$ cat config.mk
export PLATFORM = sky130hd
export DESIGN_NAME = kmer_minhash_signature
export DESIGN_NICKNAME = d
export VERILOG_FILES = /design/src/rtl/core/kms_pkg.sv /design/src/rtl/core/kms_queue.sv /design/src/rtl/core/kms_back.sv /design/src/rtl/core/kmer_minhash_signature.sv
export SDC_FILE = /design/constraint.sdc
export NUM_CORES = 2
export LEC_CHECK = 0
export ABC_CLOCK_PERIOD_IN_PS = 11730
export BUFFER_PORTS_ARGS = -buffer_cell sky130_fd_sc_hd__buf_2
export CAP_MARGIN = 20
export CORE_MARGIN = 8
export CORE_UTILIZATION = 59
export DETAILED_ROUTE_END_ITERATION = 10
export PLACE_DENSITY_LB_ADDON = 0.15
export SLEW_MARGIN = 5
export SYNTH_ARGS = -nofsm -noshare
export SYNTH_HDL_FRONTEND = slang
export SYNTH_HIERARCHICAL = 1
export SYNTH_SLANG_ARGS = --single-unit
$ cat constraint.sdc
create_clock -name clk -period 11.73 [get_ports clk]
set_input_delay 0.5865 -clock clk [delete_from_list [all_inputs] [get_ports clk]]
set_output_delay 0.5865 -clock clk [all_outputs]
set_load 0.05 [all_outputs]
$ cat src/rtl/core/kms_pkg.sv
`timescale 1ns / 1ps
`default_nettype none
package kms_pkg;
  localparam logic [31:0] MIX_MUL = 32'h5bd1e995;
  localparam int unsigned ROT_A = 24;
  localparam int unsigned ROT_B = 13;
  localparam int unsigned ROT_C = 15;
  localparam logic [0:0] REG_KMER = 1'b0;
  localparam logic [0:0] REG_HASHES = 1'b1;

  // one queued byte from front to back
  typedef struct packed {
    logic [7:0] data;
    logic       last;
    logic [5:0] k;
    logic [4:0] nh;
  } byte_cmd_t;
endpackage
`default_nettype wire

$ cat src/rtl/core/kms_queue.sv
`timescale 1ns / 1ps
`default_nettype none
// two-entry queue between front and back
module kms_queue (
  input  wire logic              clk,
  input  wire logic              rst,
  input  wire logic              push,
  input  wire kms_pkg::byte_cmd_t push_data,
  output logic                   full,
  input  wire logic              pop,
  output logic                   empty,
  output kms_pkg::byte_cmd_t     head
);
  kms_pkg::byte_cmd_t mem [2];
  logic       wptr;
  logic       rptr;
  logic [1:0] count;

  assign full  = (count == 2'd2);
  assign empty = (count == 2'd0);
  assign head  = mem[rptr];

  always_ff @(posedge clk) begin
    if (push && !full) begin
      mem[wptr] <= push_data;
    end
    if (rst) begin
      wptr  <= 1'b0;
      rptr  <= 1'b0;
      count <= 2'd0;
    end else begin
      if (push && !full) wptr <= ~wptr;
      if (pop && !empty) rptr <= ~rptr;
      count <= count + {1'b0, push && !full} - {1'b0, pop && !empty};
    end
  end

  a_count: assert property (@(posedge clk) disable iff (rst)
    !(full && empty)) else $error("queue count bad");
  a_no_overrun: assert property (@(posedge clk) disable iff (rst)
    full && !pop |=> full) else $error("queue lost entry");
endmodule
`default_nettype wire

$ cat src/rtl/core/kms_back.sv
`timescale 1ns / 1ps
`default_nettype none
// hash engine: window, per-index min and signature, result emission
module kms_back #(
  parameter int MAX_KMER   = 32,
  parameter int MAX_HASHES = 16
) (
  input  wire logic              clk,
  input  wire logic              rst,
  input  wire logic              cmd_valid,
  input  wire kms_pkg::byte_cmd_t cmd,
  output logic                   cmd_pop,
  output logic                   out_valid,
  input  wire logic              out_ready,
  output logic [3:0]             out_index,
  output logic [31:0]            out_sig,
  output logic                   out_last
);
  localparam int KW = $clog2(MAX_KMER + 1);
  localparam int PW = $clog2(MAX_KMER);
  localparam int HW = (MAX_HASHES > 1) ? $clog2(MAX_HASHES) : 1;
  localparam int HC = $clog2(MAX_HASHES + 1);

  localparam logic [3:0] S_IDLE  = 4'd0;
  localparam logic [3:0] S_START = 4'd1;
  localparam logic [3:0] S_LD    = 4'd2;
  localparam logic [3:0] S_W1    = 4'd3;
  localparam logic [3:0] S_W2    = 4'd4;
  localparam logic [3:0] S_W3    = 4'd5;
  localparam logic [3:0] S_TAIL  = 4'd6;
  localparam logic [3:0] S_F1    = 4'd7;
  localparam logic [3:0] S_F2    = 4'd8;
  localparam logic [3:0] S_DONE  = 4'd9;
  localparam logic [3:0] S_EMIT  = 4'd10;
  localparam logic [3:0] S_CLR   = 4'd11;

  logic [3:0]  state;
  logic [7:0]  win [MAX_KMER];
  logic [KW-1:0] seen;
  logic [31:0] min_hash [MAX_HASHES];
  logic [31:0] sig_store [MAX_HASHES];
  logic [MAX_HASHES-1:0] vld;
  logic        last;
  logic [KW-1:0] len;
  logic [HC-1:0] nh;
  logic [HW-1:0] n;
  logic        pass;     // 0: seed n, 1: seed 3n
  logic [31:0] h;
  logic [31:0] w;
  logic [31:0] hv;
  logic [KW-1:0] pos;    // bytes consumed
  logic [KW-1:0] rest;

  logic [KW-1:0] k_eff;
  logic [KW-1:0] seen_next;
  logic [HC-1:0] nh_eff;
  logic [31:0] cur_min;
  logic [31:0] seed;

  function automatic logic [7:0] wb(input logic [KW-1:0] p, input logic [KW-1:0] l,
                                    input logic [7:0] a [MAX_KMER]);
    logic [KW:0] idx;
    idx = {1'b0, KW'(MAX_KMER)} - {1'b0, l} + {1'b0, p};
    return a[idx[PW-1:0]];
  endfunction

  always_comb begin
    k_eff = (cmd.k == 6'd0) ? KW'(1) :
            (32'(cmd.k) > 32'(MAX_KMER)) ? KW'(MAX_KMER) : KW'(cmd.k);
    nh_eff = (cmd.nh == 5'd0) ? HC'(1) :
             (32'(cmd.nh) > 32'(MAX_HASHES)) ? HC'(MAX_HASHES) : HC'(cmd.nh);
    seen_next = (seen < KW'(MAX_KMER)) ? seen + KW'(1) : seen;
    cur_min = vld[n] ? min_hash[n] : 32'hffffffff;
    seed = pass ? 32'(n) * 32'd3 : 32'(n);
  end

  assign cmd_pop   = (state == S_IDLE) && cmd_valid;
  assign out_valid = (state == S_EMIT);
  assign out_index = 4'(n);
  assign out_sig   = vld[n] ? sig_store[n] : 32'd0;
  assign out_last  = (HC'(n) + HC'(1) == nh);

  always_ff @(posedge clk) begin
    if (rst) begin
      state <= S_IDLE;
      seen  <= '0;
      vld   <= '0;
      for (int i = 0; i < MAX_KMER; i++) win[i] <= 8'd0;
    end else begin
      case (state)
        S_IDLE: if (cmd_valid) begin
          for (int i = 0; i < MAX_KMER - 1; i++) win[i] <= win[i+1];
          win[MAX_KMER-1] <= cmd.data;
          seen <= seen_next;
          last <= cmd.last;
          nh   <= nh_eff;
          n    <= '0;
          pass <= 1'b0;
          if (seen_next >= k_eff) begin
            len <= k_eff; state <= S_START;
          end else if (cmd.last) begin
            len <= seen_next; state <= S_START;
          end else begin
            state <= S_IDLE;
          end
        end
        S_START: begin
          h <= seed ^ 32'(len);
          pos <= '0; rest <= len;
          state <= (len >= KW'(4)) ? S_LD : S_TAIL;
        end
        S_LD: begin
          w <= {wb(pos + KW'(3), len, win), wb(pos + KW'(2), len, win),
                wb(pos + KW'(1), len, win), wb(pos, len, win)};
          state <= S_W1;
        end
        S_W1: begin w <= w * kms_pkg::MIX_MUL; h <= h * kms_pkg::MIX_MUL; state <= S_W2; end
        S_W2: begin w <= (w ^ (w >> kms_pkg::ROT_A)) * kms_pkg::MIX_MUL; state <= S_W3; end
        S_W3: begin
          h <= h ^ w; pos <= pos + KW'(4); rest <= rest - KW'(4);
          state <= (rest - KW'(4) >= KW'(4)) ? S_LD : S_TAIL;
        end
        S_TAIL: begin
          if (rest != '0) begin
            h <= (h ^ (rest == KW'(3) ? {8'd0, wb(pos + KW'(2), len, win), 16'd0} : 32'd0)
                    ^ (rest >= KW'(2) ? {16'd0, wb(pos + KW'(1), len, win), 8'd0} : 32'd0)
                    ^ {24'd0, wb(pos, len, win)}) * kms_pkg::MIX_MUL;
          end
          state <= S_F1;
        end
        S_F1: begin h <= (h ^ (h >> kms_pkg::ROT_B)) * kms_pkg::MIX_MUL; state <= S_F2; end
        S_F2: begin hv <= h ^ (h >> kms_pkg::ROT_C); state <= S_DONE; end
        S_DONE: begin
          if (!pass) begin
            if (hv < cur_min) begin
              min_hash[n] <= hv; pass <= 1'b1; state <= S_START;
            end else if (HC'(n) + HC'(1) < nh) begin
              n <= n + HW'(1); state <= S_START;
            end else begin
              n <= '0; state <= last ? S_EMIT : S_IDLE;
            end
          end else begin
            sig_store[n] <= hv; vld[n] <= 1'b1; pass <= 1'b0;
            if (HC'(n) + HC'(1) < nh) begin
              n <= n + HW'(1); state <= S_START;
            end else begin
              n <= '0; state <= last ? S_EMIT : S_IDLE;
            end
          end
        end
        S_EMIT: if (out_ready) begin
          if (out_last) begin
            state <= S_CLR;
            vld <= '0; seen <= '0;
            for (int i = 0; i < MAX_KMER; i++) win[i] <= 8'd0;
          end else begin
            n <= n + HW'(1);
          end
        end
        S_CLR: state <= S_IDLE;
        default: state <= S_IDLE;
      endcase
    end
  end

  a_emit_hold: assert property (@(posedge clk) disable iff (rst)
    out_valid && !out_ready |=> out_valid && $stable(out_index)) else $error("emit dropped");
  a_pop_idle: assert property (@(posedge clk) disable iff (rst)
    cmd_pop |-> state == S_IDLE) else $error("pop while busy");
  a_clear: assert property (@(posedge clk) disable iff (rst)
    out_valid && out_ready && out_last |=> vld == '0) else $error("not cleared");
endmodule
`default_nettype wire

$ cat src/rtl/core/kmer_minhash_signature.sv
`timescale 1ns / 1ps
`default_nettype none
// K-mer MinHash signature. Bytes enter one word per handshake on s_axis
// (tdata = seq_byte, tuser = last_byte). A front part tags each byte with
// the current k and hash count and pushes it into a two-entry queue; the
// back part keeps the window and runs MurmurHash2 for each index n (seed n,
// and again with seed 3n on a new minimum). Each hash run steps through
// start, then load and mix steps for each 4-byte block, then tail,
// finalize and done; the back part takes no new byte from the queue until
// all hash runs for the current byte are done. Bytes before the first full
// k-mer, but for a last byte, are only shifted into the window.
// On the last byte, num_hashes words leave on m_axis, one per cycle when
// accepted, then state is cleared
// (tdata = {signature, hash_index}, tuser = last_signature).
// Config: cfg_index 0 = kmer_length, 1 = num_hashes; write only when idle.
module kmer_minhash_signature #(
  parameter int MAX_KMER   = 32,
  parameter int MAX_HASHES = 16
) (
  input  wire logic        clk,
  input  wire logic        rst,
  input  wire logic        s_axis_tvalid,
  output logic             s_axis_tready,
  input  wire logic [7:0]  s_axis_tdata,   // seq_byte
  input  wire logic        s_axis_tuser,   // last_byte
  output logic             m_axis_tvalid,
  input  wire logic        m_axis_tready,
  output logic [39:0]      m_axis_tdata,   // hash_index[3:0], signature[35:4], zero pad
  output logic             m_axis_tuser,   // last_signature
  input  wire logic        cfg_valid,
  output logic             cfg_ready,
  input  wire logic [0:0]  cfg_index,
  input  wire logic [5:0]  cfg_data
);
  logic [5:0] kmer_length;
  logic [4:0] num_hashes;
  kms_pkg::byte_cmd_t push_data;
  kms_pkg::byte_cmd_t head;
  logic full, empty, pop;
  logic [3:0]  idx;
  logic [31:0] sig;

  assign cfg_ready = 1'b1;
  always_ff @(posedge clk) begin
    if (rst) begin
      kmer_length <= 6'd16;
      num_hashes  <= 5'd16;
    end else if (cfg_valid) begin
      if (cfg_index == kms_pkg::REG_KMER) kmer_length <= cfg_data;
      else num_hashes <= cfg_data[4:0];
    end
  end

  assign s_axis_tready = !full;
  assign push_data = '{data: s_axis_tdata, last: s_axis_tuser, k: kmer_length, nh: num_hashes};

  kms_queue u_queue (
    .clk(clk), .rst(rst), .push(s_axis_tvalid), .push_data(push_data), .full(full),
    .pop(pop), .empty(empty), .head(head)
  );

  kms_back #(.MAX_KMER(MAX_KMER), .MAX_HASHES(MAX_HASHES)) u_back (
    .clk(clk), .rst(rst), .cmd_valid(!empty), .cmd(head), .cmd_pop(pop),
    .out_valid(m_axis_tvalid), .out_ready(m_axis_tready), .out_index(idx),
    .out_sig(sig), .out_last(m_axis_tuser)
  );

  assign m_axis_tdata = {4'd0, sig, idx};
endmodule
`default_nettype wire
# --- Word level (Yosys, flattened, before mapping) ---
# Memory sizes are Yosys's and may differ from the RTL's. A register that Yosys moved wholly into a read port is not among the register bits.
# Index checks and enable logic that the tools add are counted.
# Widths: inputs -> output; s select.
totals:
  reg_bits: 422
  ram_bits: 1064
  input_bits: 21
  word_cells: 241
  mem_count: 3
memory_table:
  columns: ["name", "depth", "word_bits", "read_ports", "rd_clocked_by_memory_dff", "write_ports", "line", "source"]
  rows:
  - ["u_back.min_hash", 16, 32, 1, 1, 1, "kms_back.sv:40", "logic [31:0] min_hash [MAX_HASHES];"]
  - ["u_back.sig_store", 16, 32, 1, 1, 1, "kms_back.sv:41", "logic [31:0] sig_store [MAX_HASHES];"]
  - ["u_queue.mem", 2, 20, 1, 1, 1, "kms_queue.sv:14", "kms_pkg::byte_cmd_t mem [2];"]
op_classes:
  n_addsub: 15
  mul: 6
  order_cmp: 15
  n_eq_ne: 20
  muxes: 80
  n_bitwise: 18
  reduce_logical: 33
ops:
  columns: ["cell", "n"]
  rows:
  - ["$mux 256", 3]
  - ["$pmux 256 s2", 1]
  - ["$bmux 8 s5", 4]
  - ["$mul 32x31->32 const B", 5]
  - ["$pmux 32 s5", 1]
  - ["$mux 32", 3]
  - ["$pmux 32 s3", 1]
  - ["$xor 32x32->32", 3]
  - ["$mux 16", 4]
  - ["$mux 4", 16]
  - ["$mux 8", 8]
  - ["$xor 32x8->32", 2]
  - ["$mux 6", 9]
  - ["$pmux 4 s11", 1]
  - ["$pmux 6 s2", 3]
  - ["$lt 32x32->1", 1]
  - ["$pmux 16 s2", 1]
  - ["$xor 32x17->32", 1]
  - ["$xor 32x19->32", 1]
  - ["$ge 6x6->1 const B", 4]
  - ["$mux 24", 1]
  - ["$not 5->6", 4]
  - ["$add 5x5->5", 4]
  - ["$mux 1", 17]
  - ["54 further kinds", 89]

# --- Logic depth before layout (Yosys ltp) ---
logic_depth:
  depth_word: 13
  depth_mapped: 48

# --- Hierarchy ---
# Netlist, hierarchy kept.
by_module_without_submodules:
  columns: ["module", "n_inst", "cells_each", "area_per_inst_um2", "seq_area_each_um2"]
  rows:
  - ["kms_back", 1, 8071, 105692.6, 40138.5]
  - ["kms_queue", 1, 89, 1670.4, 1301.2]
  - ["kmer_minhash_signature", 1, 53, 523.0, 220.2]

# --- Worst setup path after synthesis ---
# No wires, ideal clock.
synth_timing:
  path_kind: "register -> register"
  start: "register u_back.len[0]"
  end: "register u_back.h[31] (data pin)"
  setup_ns: 0.259
  t_arrival_ns: 11.740
  path_slack_ns: -0.269
  stages_incl_launch_ff: 47
  n_path_buf: 16
  synth_period_minus_slack_ns: 11.999
  path_cell_list: "edfxtp_1 > buf_6 > buf_8 > buf_6 > buf_6 > buf_6 > buf_4 > buf_2 > buf_2 > buf_2 > inv_1 > ha_1 > buf_2 > buf_6 > buf_4 > buf_2 > buf_2 > buf_1 > [... 11 more ...] > fa_1 > fa_1 > inv_1 > fa_1 > inv_1 > fa_1 > fa_1 > xnor2_1 > xnor2_1 > xnor2_1 > xnor2_1 > xnor2_1 > xnor2_1 > xnor2_1 > xnor3_1 > xnor2_1 > a22oi_1 > nand2_1"
synth_between:
  elab_chain_len: 13
synth_lines:
  columns: ["item", "line", "source"]
  rows:
  - ["start: declaration", "kms_back.sv:44", "logic [KW-1:0] len;"]
  - ["start signal: assignment", "kms_back.sv:100", "len <= k_eff; state <= S_START;"]
  - ["start signal: assignment", "kms_back.sv:102", "len <= seen_next; state <= S_START;"]
  - ["$sub 1x5->5 *", "kms_back.sv:63", "idx = {1'b0, KW'(MAX_KMER)} - {1'b0, l} + {1'b0, p};"]
  - ["$add 5x5->5", "kms_back.sv:63", null]
  - ["$not 5->6 (implied by the code)", "kms_back.sv:64", "return a[idx[PW-1:0]];"]
  - ["$bmux 8 s5", "kms_back.sv:64", null]
  - ["$mux 8 (implied by the code) (2 in series)", "kms_back.sv:64", null]
  - ["$mux 24", "kms_back.sv:125", "h <= (h ^ (rest == KW'(3) ? {8'd0, wb(pos + KW'(2), len, win), 16'd0} : 32'd0)"]
  - ["$xor 32x32->32", "kms_back.sv:125", null]
  - ["$xor 32x32->32", "kms_back.sv:126", "^ (rest >= KW'(2) ? {16'd0, wb(pos + KW'(1), len, win), 8'd0} : 32'd0)"]
  - ["$xor 32x8->32 *", "kms_back.sv:127", "^ {24'd0, wb(pos, len, win)}) * kms_pkg::MIX_MUL;"]
  - ["$mul 32x31->32 *", "kms_back.sv:127", null]
  - ["$mux 32 *", "kms_back.sv:124", "if (rest != '0) begin"]
  - ["$pmux 32 s5 *", "kms_back.sv:90", "case (state)"]
  - ["end signal: assignment", "kms_back.sv:108", "h <= seed ^ 32'(len);"]
  - ["end signal: assignment", "kms_back.sv:120", "h <= h ^ w; pos <= pos + KW'(4); rest <= rest - KW'(4);"]
  - ["end signal: assignment", "kms_back.sv:125", null]
  - ["end: declaration", "kms_back.sv:48", "logic [31:0] h;"]
# Every way passes the cells marked *; elsewhere a longest branch is shown, timed or not. The select of a mux whose other input is x is not followed.
# A chain may end at the register's enable or synchronous reset.

# --- Worst setup path in the final report ---
# Ends and elaborated chain as after synthesis.

==> reports/summary.txt <==
OUTCOME
-----------------------------------------------------------------------------
Result of the run .............................................. finished clean

CRITICAL PATH
-----------------------------------------------------------------------------
Class of the most critical setup path .......................... flop to flop
Library cell appearing most often on the critical path ......... sky130_fd_sc_hd__fa_1
CP required ....................................................    12,260 ps
Startpoint kind of the worst setup timing path .................         flop
Slowest stage cell on the critical path ........................ sky130_fd_sc_hd__ha_4
Biggest cell delay along the critical path .....................       700 ps
Worst path arrival time ........................................    11,130 ps
Largest fanout of any net on the critical path .................           77
Critical Path End Type .........................................         flop

FLOW RUN
-----------------------------------------------------------------------------
Max cap viols ..................................................            0

FINAL LAYOUT
-----------------------------------------------------------------------------
Commonest cells after routing, fill and taps aside ............. sky130_fd_sc_hd__inv_1 (1,437), sky130_fd_sc_hd__edfxtp_1 (1,186), sky130_fd_sc_hd__ha_1 (1,040)
Share of cells above drive strength 1 ..........................       14.36%
P&R area growth vs syn .........................................       8.256%
Final #Nets ....................................................       10,220
Share of the core filled with cells in the final layout ........       64.00%
Layout Cells excl Fill .........................................       10,800
Most common cell after layout, fill and taps aside ............. sky130_fd_sc_hd__inv_1

GRT
-----------------------------------------------------------------------------
Global routing usage summed across all routing layers ..........       30.28%
Largest net degree at the start of global routing ..............          140
Initial antenna violation count ................................            2
Via count of the first global-routing pass .....................       69,660
First-pass GRT wire length .....................................   447,300 µm
Remaining global-route overflow ................................            0

DETAILED ROUTING
-----------------------------------------------------------------------------
First-pass iteration count of the detailed router ..............            6
Total DRC errors in the routed layout ..........................            0
Antenna-violating nets left ....................................            0
Via density ....................................................        6.189
Via count ......................................................       66,820
DRT Wirelength .................................................   297,200 µm
Initial detailed-routing violation count .......................        6,222
Average detailed-routed wire length per instance ...............     27.53 µm

WORST HOLD PATH
-----------------------------------------------------------------------------
Path class of the lowest-slack min-delay path .................. primary input to flop

TIMING
-----------------------------------------------------------------------------
Final cycle utilization of the critical path ...................       90.38%
Final hold slack ...............................................     63.80 ps
Layout Skew ....................................................     40.45 ps
RSZ-0062 raised after global routing ...........................           no
Number of setup violations in the final report .................            0
Min cycle time layout ..........................................    10,600 ps
Top achievable clock speed .....................................    94.32 MHz
Worst slew margin relative to its limit ........................       13.56%
Actual slew at the worst max-slew pin ..........................      1260 ps
Post-Route Setup TNS ...........................................         0 ps
Final Max Slew Viols ...........................................            0
Count of final hold-check violations ...........................            0

CLOCK TREE
-----------------------------------------------------------------------------
Clock buffer count from CTS ....................................          153
TritonCTS clock tree ...........................................        built
Level count of the clock H-tree ................................            4
Sink Count .....................................................        1,488
Root Buffer .................................................... sky130_fd_sc_hd__clkbuf_16
Maximum buffer depth of the clock tree .........................            3
Clock transition at the registers of the reported paths ........        60 ps
PostCTS Resize Cnt .............................................            0
Skew-Pair Late Insertion Delay .................................       820 ps

SYNTH
-----------------------------------------------------------------------------
Dominant synthesized flop cell ................................. sky130_fd_sc_hd__edfxtp_1
Distinct cell type count of the synthesized netlist ............           89
Total of warnings raised by yosys ..............................            6
Post-synth EDFFs ...............................................        1,186
Area of the mapped netlist .....................................  107,900 µm²
Portion of the post-synthesis area used by sequential elements .       38.61%
Seq cells post-synth ...........................................        1,488
Fraction of registers with async set/reset .....................           0%
Instance count of the mapped netlist ...........................        8,213
Average cell area after synthesis ..............................    13.14 µm²

PLACEMENT
-----------------------------------------------------------------------------
Cell Count Post-Placement ......................................       10,510
Post-detail-place hpwl .........................................   209,200 µm
Global placement routability congestion ........................       0.9696
Count of buffers inserted at the top-level ports ...............           59

FLOORPLAN
-----------------------------------------------------------------------------
Vertical die dimension .........................................     443.6 µm
# IOs ..........................................................           65
Core Region ....................................................  182,500 µm²
Chip width .....................................................     443.6 µm
Die area .......................................................  196,800 µm²
Starting density of the core ...................................       59.12%
Std-Cell Rows ..................................................          157

layout make-up:
| type | instances | area, µm² |
|---|---|---|
| Inverter | 1442 | 5418 |
| Clock buffer | 195 | 4139 |
| Antenna cell | 1 | 2.502 |
| Timing Repair Buffer | 257 | 1959 |
| Sequential cell | 1488 | 41680 |
| Fill cell | 13560 | 65700 |
| Clock inverter | 79 | 843.3 |
| Tap cell | 2385 | 2984 |
| Multi-Input combinational cell | 4949 | 59770 |
stage by stage:
stage | setup WS [ps] | area [µm²]
6_report | 1128 | 116800
5_1_grt | 744.2 | 116800
4_1_cts | 1144 | 116700
3_5_place_dp | 1213 | 111600
3_3_place_gp | 1264 | 111600
2_1_floorplan | 71.28 | 107900
cells in the mapped netlist, types with 11 or more instances:
library cell	count	share of area, %
sky130_fd_sc_hd__o22ai_1	16	0.093
sky130_fd_sc_hd__nand3_1	280	1.3
sky130_fd_sc_hd__a211oi_1	18	0.13
sky130_fd_sc_hd__a21o_1	85	0.59
sky130_fd_sc_hd__nor2_1	202	0.70
sky130_fd_sc_hd__clkbuf_1	241	0.84
sky130_fd_sc_hd__o21ai_0	108	0.50
sky130_fd_sc_hd__inv_1	1437	5.0
sky130_fd_sc_hd__o21bai_1	14	0.097
sky130_fd_sc_hd__mux4_2	632	13
sky130_fd_sc_hd__nor3_1	28	0.13
sky130_fd_sc_hd__buf_2	38	0.18
sky130_fd_sc_hd__nand2b_1	45	0.26
sky130_fd_sc_hd__a22oi_1	23	0.16
sky130_fd_sc_hd__mux2i_1	57	0.53
sky130_fd_sc_hd__edfxtp_1	1186	33
sky130_fd_sc_hd__dfxtp_1	302	5.6
sky130_fd_sc_hd__o221ai_1	16	0.13
sky130_fd_sc_hd__fa_1	868	16
sky130_fd_sc_hd__buf_4	11	0.077
sky130_fd_sc_hd__xor2_1	143	1.2
sky130_fd_sc_hd__and3_1	19	0.11
sky130_fd_sc_hd__a31oi_1	28	0.16
sky130_fd_sc_hd__buf_1	37	0.13
sky130_fd_sc_hd__or2_2	11	0.064
sky130_fd_sc_hd__nor2b_1	58	0.34
sky130_fd_sc_hd__o21a_1	27	0.19
sky130_fd_sc_hd__a21oi_1	404	1.9
sky130_fd_sc_hd__xnor2_1	245	2.0
sky130_fd_sc_hd__nand2_1	379	1.3
sky130_fd_sc_hd__mux2_2	22	0.23
sky130_fd_sc_hd__nand4_1	13	0.075
sky130_fd_sc_hd__ha_1	1042	12
timing repair:
action | 4_1_cts | 5_1_grt
hold buffers | 9 | 0
endpoints found under the hold margin | 18 | 0
buffers inserted | 0 | 0
critical path, delay by kind of cell, from the launching register on:
kind / cells / cell delay, ps
mux: 3 / 1500
fa+ha+maj: 9 / 4310
xor+xnor: 2 / 580
compound gates: 7 / 1460
simple gates: 4 / 740
buf+inv: 5 / 1040
flops: 1 / 550
registers in the layout, summed over array words and instances, names as in the netlist, 16 cells and up, named ones only:
| signal | cells |
|---|---|
| u_back/h | 32 |
| u_back/hv | 32 |
| u_back/min_hash | 512 |
| u_back/sig_store | 512 |
| u_back/vld | 16 |
| u_back/w | 32 |
| u_back/win | 256 |
| u_queue/mem | 40 |
path summary, 6_finish.rpt:
check                                                start                     endpoint  slack, ps  cells after the start
worst max-delay path               u_back/len[0]$_DFFE_PP_   u_back/h[31]$_SDFFCE_PP0P_       1130                     30
worst min-delay path                           cfg_data[4]  kmer_length[4]$_SDFFE_PP1P_         60                      3
worst max register to register     u_back/len[0]$_DFFE_PP_   u_back/h[31]$_SDFFCE_PP0P_       1130                     30
worst min register to register  num_hashes[0]$_SDFFE_PP0P_  u_queue/mem[1][0]$_DFFE_PP_        460                      0
kinds of logic (layout without fill, tap and decap cells):
family,count (synthesis),count (layout),synth area share [%]
muxes,721,721,14.20
adders and majority gates,1910,1910,28.19
buffers and inverters,1779,1973,6.348
xor gates and xnor gates,397,397,3.341
DFF,1488,1488,38.61
and+or+nand+nor,1084,1084,4.622
AOI/OAI and AO/OA,832,832,4.681
other,2,6,0.006961
layer usage:
| layer | vias to the layer above | part of all wire, % | track usage (%) |
|---|---|---|---|
| met2 | 2715 | 49 | 50.09 |
| met4 | 2 | 5.0 | 12.27 |
| li1 | 29030 | - | - |
| met1 | 34480 | 39 | 40.43 |
| met5 | - | 0.0037 | 0 |
| met3 | 597 | 7.2 | 4.772 |
Power is not shown: default switching activity piles up to over one toggle a cycle in this logic, so the estimate is an artifact.
